`src/sv/lkvc_pkg.sv`:
```
// Shared types and constants for the LRU key/value cache.
// Used by lkvc_cell and lru_key_value_cache; no dependencies.
package lkvc_pkg;

	localparam int DEPTH  = 16;
	localparam int RANK_W = (DEPTH > 1) ? $clog2(DEPTH) : 1;
	localparam int CNT_W  = $clog2(DEPTH + 1);
	localparam int KEY_W  = 64;
	localparam int VAL_W  = 32;

	typedef enum logic [2:0] {
		OP_GET    = 3'd0,
		OP_PUT    = 3'd1,
		OP_HAS    = 3'd2,
		OP_REMOVE = 3'd3,
		OP_CLEAR  = 3'd4,
		OP_FLUSH  = 3'd5,
		OP_STATS  = 3'd6
	} op_t;

	typedef enum logic [1:0] {
		KIND_RESP  = 2'd0,
		KIND_EVICT = 2'd1,
		KIND_FLUSH = 2'd2
	} kind_t;

	typedef enum logic [2:0] {
		CMD_NONE   = 3'd0,
		CMD_TOUCH  = 3'd1,
		CMD_WRITE  = 3'd2,
		CMD_DROP   = 3'd3,
		CMD_INSERT = 3'd4,
		CMD_CLEAR  = 3'd5
	} cmd_kind_t;

	// Selects which cell drives the chain: by key or by recency rank.
	typedef struct packed {
		logic              by_rank;
		logic [RANK_W-1:0] rank;
		logic [KEY_W-1:0]  key;
	} query_t;

	// Update broadcast to every cell at the clock edge.
	typedef struct packed {
		cmd_kind_t         kind;
		logic [RANK_W-1:0] rank;
		logic [VAL_W-1:0]  value;
	} cmd_t;

	// Data handed from one cell to the next.
	typedef struct packed {
		logic              found;
		logic              free_seen;
		logic [RANK_W-1:0] rank;
		logic [KEY_W-1:0]  key;
		logic [VAL_W-1:0]  value;
	} link_t;

endpackage

```
`src/sv/lkvc_cell.sv`:
```
// One cache entry: key, value, valid bit and recency rank.
// Depends on lkvc_pkg; chained by lru_key_value_cache.
module lkvc_cell (
	input  logic             clk,
	input  logic             arst_n,
	input  lkvc_pkg::query_t query,
	input  lkvc_pkg::cmd_t   cmd,
	input  lkvc_pkg::link_t  link_in,
	output lkvc_pkg::link_t  link_out,
	output logic             sel
);
	import lkvc_pkg::*;

	logic              valid_q;
	logic [RANK_W-1:0] rank_q;
	logic [KEY_W-1:0]  key_q;
	logic [VAL_W-1:0]  value_q;
	logic              first_free;

	assign sel = valid_q && (query.by_rank ? (rank_q == query.rank) : (key_q == query.key));
	// The lowest free cell is the one with no free cell before it.
	assign first_free = !valid_q && !link_in.free_seen;

	always_comb begin
		link_out.found     = link_in.found | sel;
		link_out.free_seen = link_in.free_seen | !valid_q;
		link_out.rank      = link_in.rank | (sel ? rank_q : '0);
		link_out.key       = link_in.key | (sel ? key_q : '0);
		link_out.value     = link_in.value | (sel ? value_q : '0);
	end

	always_ff @(posedge clk or negedge arst_n) begin
		if (!arst_n) begin
			valid_q <= 1'b0;
			rank_q  <= '0;
		end else begin
			unique case (cmd.kind)
				CMD_TOUCH, CMD_WRITE: begin
					if (sel) begin
						rank_q <= '0;
					end else if (valid_q && rank_q < cmd.rank) begin
						rank_q <= rank_q + 1'b1;
					end
				end
				CMD_DROP: begin
					if (sel) begin
						valid_q <= 1'b0;
						rank_q  <= '0;
					end else if (valid_q && rank_q > cmd.rank) begin
						rank_q <= rank_q - 1'b1;
					end
				end
				CMD_INSERT: begin
					if (first_free) begin
						valid_q <= 1'b1;
						rank_q  <= '0;
					end else if (valid_q) begin
						rank_q <= rank_q + 1'b1;
					end
				end
				CMD_CLEAR: begin
					valid_q <= 1'b0;
					rank_q  <= '0;
				end
				CMD_NONE: ;
				default: ;
			endcase
		end
	end

	always_ff @(posedge clk) begin
		if (cmd.kind == CMD_WRITE && sel) begin
			value_q <= cmd.value;
		end
		if (cmd.kind == CMD_INSERT && first_free) begin
			key_q   <= query.key;
			value_q <= cmd.value;
		end
	end

endmodule

```
`src/sv/lru_key_value_cache.sv`:
```
// Top level of the fully associative LRU key/value cache.
// Depends on lkvc_pkg and lkvc_cell.
//
// A fully associative cache of DEPTH entries built as a row of cells, each
// holding one key, value, valid bit and recency rank. A lookup broadcasts the
// key to all cells at once; the matching cell places its contents on a chain
// that runs from cell to cell, and an update command is broadcast back in the
// same cycle. Get, has, remove, reset stats and a put that hits or finds room
// are captured and then looked up; the lookup emits the response. A put that
// has to evict emits an eviction record before its response. Clear and flush
// walk the entries by rank, one record per cycle over the single chain while
// the result side is ready, and close with a final response. Every
// item ends in one response with last set; records before it have last clear.
// The next item is taken once the response is in the output register, so a
// waiting result does not block the input side. Capacity is written through
// its own channel only while the block is idle; zero acts as one and values
// above the depth act as the depth.
module lru_key_value_cache (
	input  logic        clk,
	input  logic        arst_n,
	input  logic        in_valid,
	output logic        in_ready,
	input  logic [2:0]  op,
	input  logic [63:0] key,
	input  logic [31:0] value,
	output logic        out_valid,
	input  logic        out_ready,
	output logic [1:0]  kind,
	output logic        hit,
	output logic [63:0] out_key,
	output logic [31:0] out_value,
	output logic [4:0]  occupancy,
	output logic [63:0] hit_count,
	output logic [63:0] miss_count,
	output logic        last,
	input  logic        cfg_valid,
	output logic        cfg_ready,
	input  logic [4:0]  cfg_data
);
	import lkvc_pkg::*;

	typedef enum logic [5:0] {
		S_IDLE   = 6'b000001,
		S_LOOK   = 6'b000010,
		S_EVICT  = 6'b000100,
		S_INSERT = 6'b001000,
		S_SCAN   = 6'b010000,
		S_FIN    = 6'b100000
	} state_t;

	state_t            state_q, state_d;
	logic [2:0]        op_q;
	logic [KEY_W-1:0]  key_q;
	logic [VAL_W-1:0]  val_q;
	logic [CNT_W-1:0]  count_q, count_d;
	logic [CNT_W-1:0]  scan_q, scan_d;
	logic [63:0]       hits_q, hits_d, misses_q, misses_d;
	logic [4:0]        cap_q;
	logic [CNT_W-1:0]  cap_eff;

	query_t            query;
	cmd_t              cmd;
	link_t             links [DEPTH+1];
	link_t             bus;
	logic [DEPTH-1:0]  sel_vec;

	logic              out_free, emit, is_clear;
	kind_t             e_kind;
	logic              e_hit, e_last;
	logic [KEY_W-1:0]  e_key;
	logic [VAL_W-1:0]  e_val;
	logic [CNT_W-1:0]  e_occ;

	logic              out_valid_q;
	kind_t             kind_q;
	logic              hit_q, last_q;
	logic [KEY_W-1:0]  okey_q;
	logic [VAL_W-1:0]  oval_q;
	logic [CNT_W-1:0]  occ_q;
	logic [63:0]       ohits_q, omisses_q;

	// The chain of entries: each cell ORs its contents onto the link when selected.
	assign links[0] = '0;
	for (genvar i = 0; i < DEPTH; i++) begin : g_cell
		lkvc_cell u_cell (
			.clk     (clk),
			.arst_n  (arst_n),
			.query   (query),
			.cmd     (cmd),
			.link_in (links[i]),
			.link_out(links[i+1]),
			.sel     (sel_vec[i])
		);
	end
	assign bus = links[DEPTH];

	assign in_ready  = (state_q == S_IDLE);
	assign cfg_ready = (state_q == S_IDLE);
	assign out_free  = !out_valid_q || out_ready;
	assign is_clear  = (op_q == OP_CLEAR);

	always_comb begin
		if (cap_q == 5'd0) begin
			cap_eff = CNT_W'(1);
		end else if (cap_q > 5'(DEPTH)) begin
			cap_eff = CNT_W'(DEPTH);
		end else begin
			cap_eff = CNT_W'(cap_q);
		end
	end

	always_comb begin
		state_d       = state_q;
		count_d       = count_q;
		scan_d        = scan_q;
		hits_d        = hits_q;
		misses_d      = misses_q;
		query.by_rank = 1'b0;
		query.rank    = '0;
		query.key     = key_q;
		cmd.kind      = CMD_NONE;
		cmd.rank      = bus.rank;
		cmd.value     = val_q;
		emit          = 1'b0;
		e_kind        = KIND_RESP;
		e_hit         = 1'b0;
		e_key         = key_q;
		e_val         = '0;
		e_last        = 1'b1;
		e_occ         = count_q;

		unique case (state_q)
			S_IDLE: begin
				if (in_valid) begin
					state_d = S_LOOK;
				end
			end
			S_LOOK: begin
				if (out_free) begin
					unique case (op_t'(op_q))
						OP_GET: begin
							emit    = 1'b1;
							state_d = S_IDLE;
							if (bus.found) begin
								cmd.kind = CMD_TOUCH;
								hits_d   = hits_q + 64'd1;
								e_hit    = 1'b1;
								e_val    = bus.value;
							end else begin
								misses_d = misses_q + 64'd1;
							end
						end
						OP_PUT: begin
							if (bus.found) begin
								cmd.kind = CMD_WRITE;
								e_hit    = 1'b1;
								emit     = 1'b1;
								state_d  = S_IDLE;
							end else if (count_q >= cap_eff && count_q != '0) begin
								state_d = S_EVICT;
							end else begin
								cmd.kind = CMD_INSERT;
								count_d  = count_q + 1'b1;
								emit     = 1'b1;
								state_d  = S_IDLE;
							end
						end
						OP_HAS: begin
							e_hit   = bus.found;
							emit    = 1'b1;
							state_d = S_IDLE;
						end
						OP_REMOVE: begin
							if (bus.found) begin
								cmd.kind = CMD_DROP;
								count_d  = count_q - 1'b1;
								e_hit    = 1'b1;
							end
							emit    = 1'b1;
							state_d = S_IDLE;
						end
						OP_CLEAR, OP_FLUSH: begin
							if (count_q == '0) begin
								emit    = 1'b1;
								state_d = S_IDLE;
							end else begin
								scan_d  = '0;
								state_d = S_SCAN;
							end
						end
						OP_STATS: begin
							hits_d   = '0;
							misses_d = '0;
							emit     = 1'b1;
							state_d  = S_IDLE;
						end
						default: begin
							emit    = 1'b1;
							state_d = S_IDLE;
						end
					endcase
				end
			end
			S_EVICT: begin
				// The least recent entry holds rank occupancy - 1.
				query.by_rank = 1'b1;
				query.rank    = RANK_W'(count_q - 1'b1);
				if (out_free) begin
					cmd.kind = CMD_DROP;
					count_d  = count_q - 1'b1;
					emit     = 1'b1;
					e_kind   = KIND_EVICT;
					e_key    = bus.key;
					e_val    = bus.value;
					e_last   = 1'b0;
					state_d  = S_INSERT;
				end
			end
			S_INSERT: begin
				if (out_free) begin
					cmd.kind = CMD_INSERT;
					count_d  = count_q + 1'b1;
					emit     = 1'b1;
					state_d  = S_IDLE;
				end
			end
			S_SCAN: begin
				query.by_rank = 1'b1;
				query.rank    = scan_q[RANK_W-1:0];
				if (out_free) begin
					emit   = 1'b1;
					e_kind = is_clear ? KIND_EVICT : KIND_FLUSH;
					e_key  = bus.key;
					e_val  = bus.value;
					e_last = 1'b0;
					e_occ  = is_clear ? '0 : count_q;
					scan_d = scan_q + 1'b1;
					if (scan_d == count_q) begin
						state_d = S_FIN;
					end
				end
			end
			S_FIN: begin
				if (out_free) begin
					if (is_clear) begin
						cmd.kind = CMD_CLEAR;
						count_d  = '0;
					end
					emit    = 1'b1;
					state_d = S_IDLE;
				end
			end
			default: begin
				state_d = S_IDLE;
			end
		endcase

		// A response reports the state after the whole operation.
		if (e_kind == KIND_RESP) begin
			e_occ = count_d;
		end
	end

	always_ff @(posedge clk or negedge arst_n) begin
		if (!arst_n) begin
			state_q     <= S_IDLE;
			count_q     <= '0;
			scan_q      <= '0;
			hits_q      <= '0;
			misses_q    <= '0;
			cap_q       <= 5'd16;
			out_valid_q <= 1'b0;
		end else begin
			state_q  <= state_d;
			count_q  <= count_d;
			scan_q   <= scan_d;
			hits_q   <= hits_d;
			misses_q <= misses_d;
			if (cfg_valid && cfg_ready) begin
				cap_q <= cfg_data;
			end
			if (emit) begin
				out_valid_q <= 1'b1;
			end else if (out_ready) begin
				out_valid_q <= 1'b0;
			end
		end
	end

	always_ff @(posedge clk) begin
		if (in_valid && in_ready) begin
			op_q  <= op;
			key_q <= key;
			val_q <= value;
		end
		if (emit) begin
			kind_q    <= e_kind;
			hit_q     <= e_hit;
			okey_q    <= e_key;
			oval_q    <= e_val;
			occ_q     <= e_occ;
			ohits_q   <= hits_d;
			omisses_q <= misses_d;
			last_q    <= e_last;
		end
	end

	assign out_valid  = out_valid_q;
	assign kind       = kind_q;
	assign hit        = hit_q;
	assign out_key    = okey_q;
	assign out_value  = oval_q;
	assign occupancy  = 5'(occ_q);
	assign hit_count  = ohits_q;
	assign miss_count = omisses_q;
	assign last       = last_q;

	// Keys are unique among valid entries, so a key lookup selects at most one cell.
	a_key_unique: assert property (@(posedge clk) disable iff (!arst_n)
		(state_q == S_LOOK) |-> $onehot0(sel_vec))
		else $error("more than one cell matched the key");

	// Ranks of valid entries are a permutation, so a rank lookup finds exactly one.
	a_rank_found: assert property (@(posedge clk) disable iff (!arst_n)
		(state_q == S_EVICT || state_q == S_SCAN) |-> $onehot(sel_vec))
		else $error("rank lookup did not select exactly one cell");

	a_count_range: assert property (@(posedge clk) disable iff (!arst_n)
		count_q <= CNT_W'(DEPTH))
		else $error("occupancy exceeds depth");

	a_accept_look: assert property (@(posedge clk) disable iff (!arst_n)
		(in_valid && in_ready) |=> (state_q == S_LOOK))
		else $error("accepted item was not looked up");

endmodule

```
`config.mk`:
```
export PLATFORM = sky130hd
export DESIGN_NAME = lru_key_value_cache
export DESIGN_NICKNAME = d
export VERILOG_FILES = /design/src/sv/lkvc_pkg.sv /design/src/sv/lkvc_cell.sv /design/src/sv/lru_key_value_cache.sv
export SDC_FILE = /design/constraint.sdc
export NUM_CORES = 2
export LEC_CHECK = 0
export ABC_CLOCK_PERIOD_IN_PS = 20700
export BUFFER_PORTS_ARGS = -buffer_cell sky130_fd_sc_hd__buf_4
export CAP_MARGIN = 10
export CORE_MARGIN = 2
export CORE_UTILIZATION = 49
export DETAILED_ROUTE_END_ITERATION = 8
export GPL_ROUTABILITY_DRIVEN = 0
export PLACE_DENSITY = 0.67
export SLEW_MARGIN = 20
export SYNTH_ARGS = -nofsm -noshare
export SYNTH_HDL_FRONTEND = slang
export SYNTH_HIERARCHICAL = 1
export SYNTH_SLANG_ARGS = --single-unit
```
`constraint.sdc`:
```
create_clock -name clk -period 20.7 [get_ports clk]
set_input_delay 4.14 -clock clk [delete_from_list [all_inputs] [get_ports clk]]
set_output_delay 4.14 -clock clk [all_outputs]
set_load 0.02 [all_outputs]
```
==> flow_summary.toml <==
[outcome]
outcome = "complete, no violations"

[floorplan]
fp.dieW_microns = 460.6
core_sq_um = 207100
die_h_microns = 460.6
initial_core_util_pct = 49.33
rows = 167
ios = 345
die_area_sq_um = 212100

[sta]
finalMaxSlewViolations = 0
hold_violations = 0
hold_slack_ps = 498.3
finalSetupViolCount = 0
rsz0062_at_grt = "no"
fmax_ghz = 0.08179
worst_slew_pin_slew_ps = 1146
skew_ps = 65.19
fin_crit_sh_pct = 59.06
period_needed_ps = 12230
max_slew_margin_pct = 22.89
tns_ps = 0

[cells_and_area]
syn_to_final_growth_pct = 12.53
regMostFlops = "g_cell.u_cell/key_q"
layout_commonest_cell = "edfxtp_1"
fin_util_pct = 55.51
layout_common_cells = "edfxtp_1, a21o_1, xnor2_1, buf_4, nand2_1"
drive_gt1_share_pct = 11.12
largest_reg_flops = 1024
fin_nets = 8549
largestRegisters = "g_cell.u_cell/key_q: 1024 flops, g_cell.u_cell/value_q: 512 flops"
fillerInstances = 16860

[worst_setup_path]
critical_path.max_stage_delay_ps = 720
worstReg2RegEnd = "g_cell[6].u_cell/value_q[15]"
worst-path-max-fanout = 65
r2r-start = "state_q[4]"
r2r_cells = 35
end_kind = "register"
worstSetupStartpointType = "register"
cp_top_family = "simple AND/OR/NAND/NOR gates"
crit_arrival_ps = 12720
cp.depth = 35
worstSetupPathType = "register to register"
crit_end = "g_cell[6].u_cell/value_q[15]"
critPathBufInv = 5
crit_required_ps = 21190
reg2reg_slack_ps = 8470
cp_common_cell = "or2_2"
cp_slowest_cell = "nor4_1"
crit_start = "state_q[4]"

[synthesis]
syn_inst = 7891
synth_area_sq_um = 102200
syn_avg_cell_area_sq_um = 12.95
yosysWarnings = 6

[clock_network]
hold_buffers = 0
htree_num_levels = 4
cts_root_buf = "clkbuf_16"
cts.sinks = 2098
cts_setup_buffers = 0
cts_buffer_depth = 3
clk_latency_ps = 900
cts_resized = 0
path_clk_slew_ps = 70
cts_tree = "done"
cts_made_buffers = 216

[drt]
drc = 0
wl_microns = 269100
vias = 66990
wl_per_cell_microns = 23.78
firstDrtPassIters = 6
ant_nets = 0
drt_iter0_drc = 6249
vias_per_cell = 5.919

[placement]
portBuffers = 344
place_hpwl_microns = 180900

[grt]
grt_max_degree = 109
grt_pass1_vias = 66110
antenna_found_initial = 3
overflow = 0
grt_pass1_wl_microns = 407200
grt.total_usage_pct = 24.97

[min_path]
hold_path_class = "register to register"

[run]
drv_cap = 0

[power_and_ir_drop]
vdd.ir_drop.worst_mv = 0.09385
totalPowerFinal_mw = 10.95
power_density_nw_per_um2 = 95.28
power_leakage_nw = 46.53
[worst reg2reg max path, delay by kind of cell, from the launching register on]
family	cells	cell delay, ps
AOI/OAI and AO/OA	5	1420
buffers and inverters	5	2380
and+or+nand+nor	24	7280
xor gates and xnor gates	1	210
DFF	1	510
[worst min path at each step]
stage | startpoint | end | slack [ps] | cells past startpoint
6_report | misses_q[51] | misses_q[51] | 500 | 1
5_1_grt | misses_q[51] | misses_q[51] | 510 | 1
3_3_place_gp | misses_q[51] | misses_q[51] | 490 | 1
3_5_place_dp | misses_q[51] | misses_q[51] | 490 | 1
4_1_cts | misses_q[51] | misses_q[51] | 500 | 1
2_1_floorplan | misses_q[51] | misses_q[51] | 450 | 1
[stage by stage]
stage,setup slack (ps),std cells,area [sq um]
floorplan,2103,7996,102500
CTS,8545,11310,114900
global route,7751,11320,115000
detailed placement,8661,10900,107900
global placement,8562,10900,107800
finish,8474,11320,115000
[metal layers]
layer,global-route usage [%],wire length (microns),vias to the layer above
met4,8.036,8474,4
met5,0,26,-
met1,31.35,108300,33780
li1,-,-,30530
met2,44.59,137900,2212
met3,3.147,14400,464
[cell type report]
| class | count | area, sq um | area share [%] |
|---|---|---|---|
| flip-flops and latches | 2098 | 61850 | 53.81 |
| multi-input cells | 5391 | 38260 | 33.28 |
| clock buffers | 253 | 5649 | 4.914 |
| repair buffers | 509 | 3931 | 3.420 |
| well taps | 2788 | 3488 | 3.035 |
| clock inverters | 155 | 1315 | 1.144 |
| inverters | 118 | 442.9 | 0.3853 |
| diodes | 5 | 12.51 | 0.01088 |
[where the power goes]
group	total, mW	internal (mW)	switching, mW	leakage [nW]
registers	5.24	4.97	0.268	20.0
logic	1.90	0.744	1.15	23.2
clock network	3.81	2.11	1.71	3.38
Power figures use the tool's default switching activity.
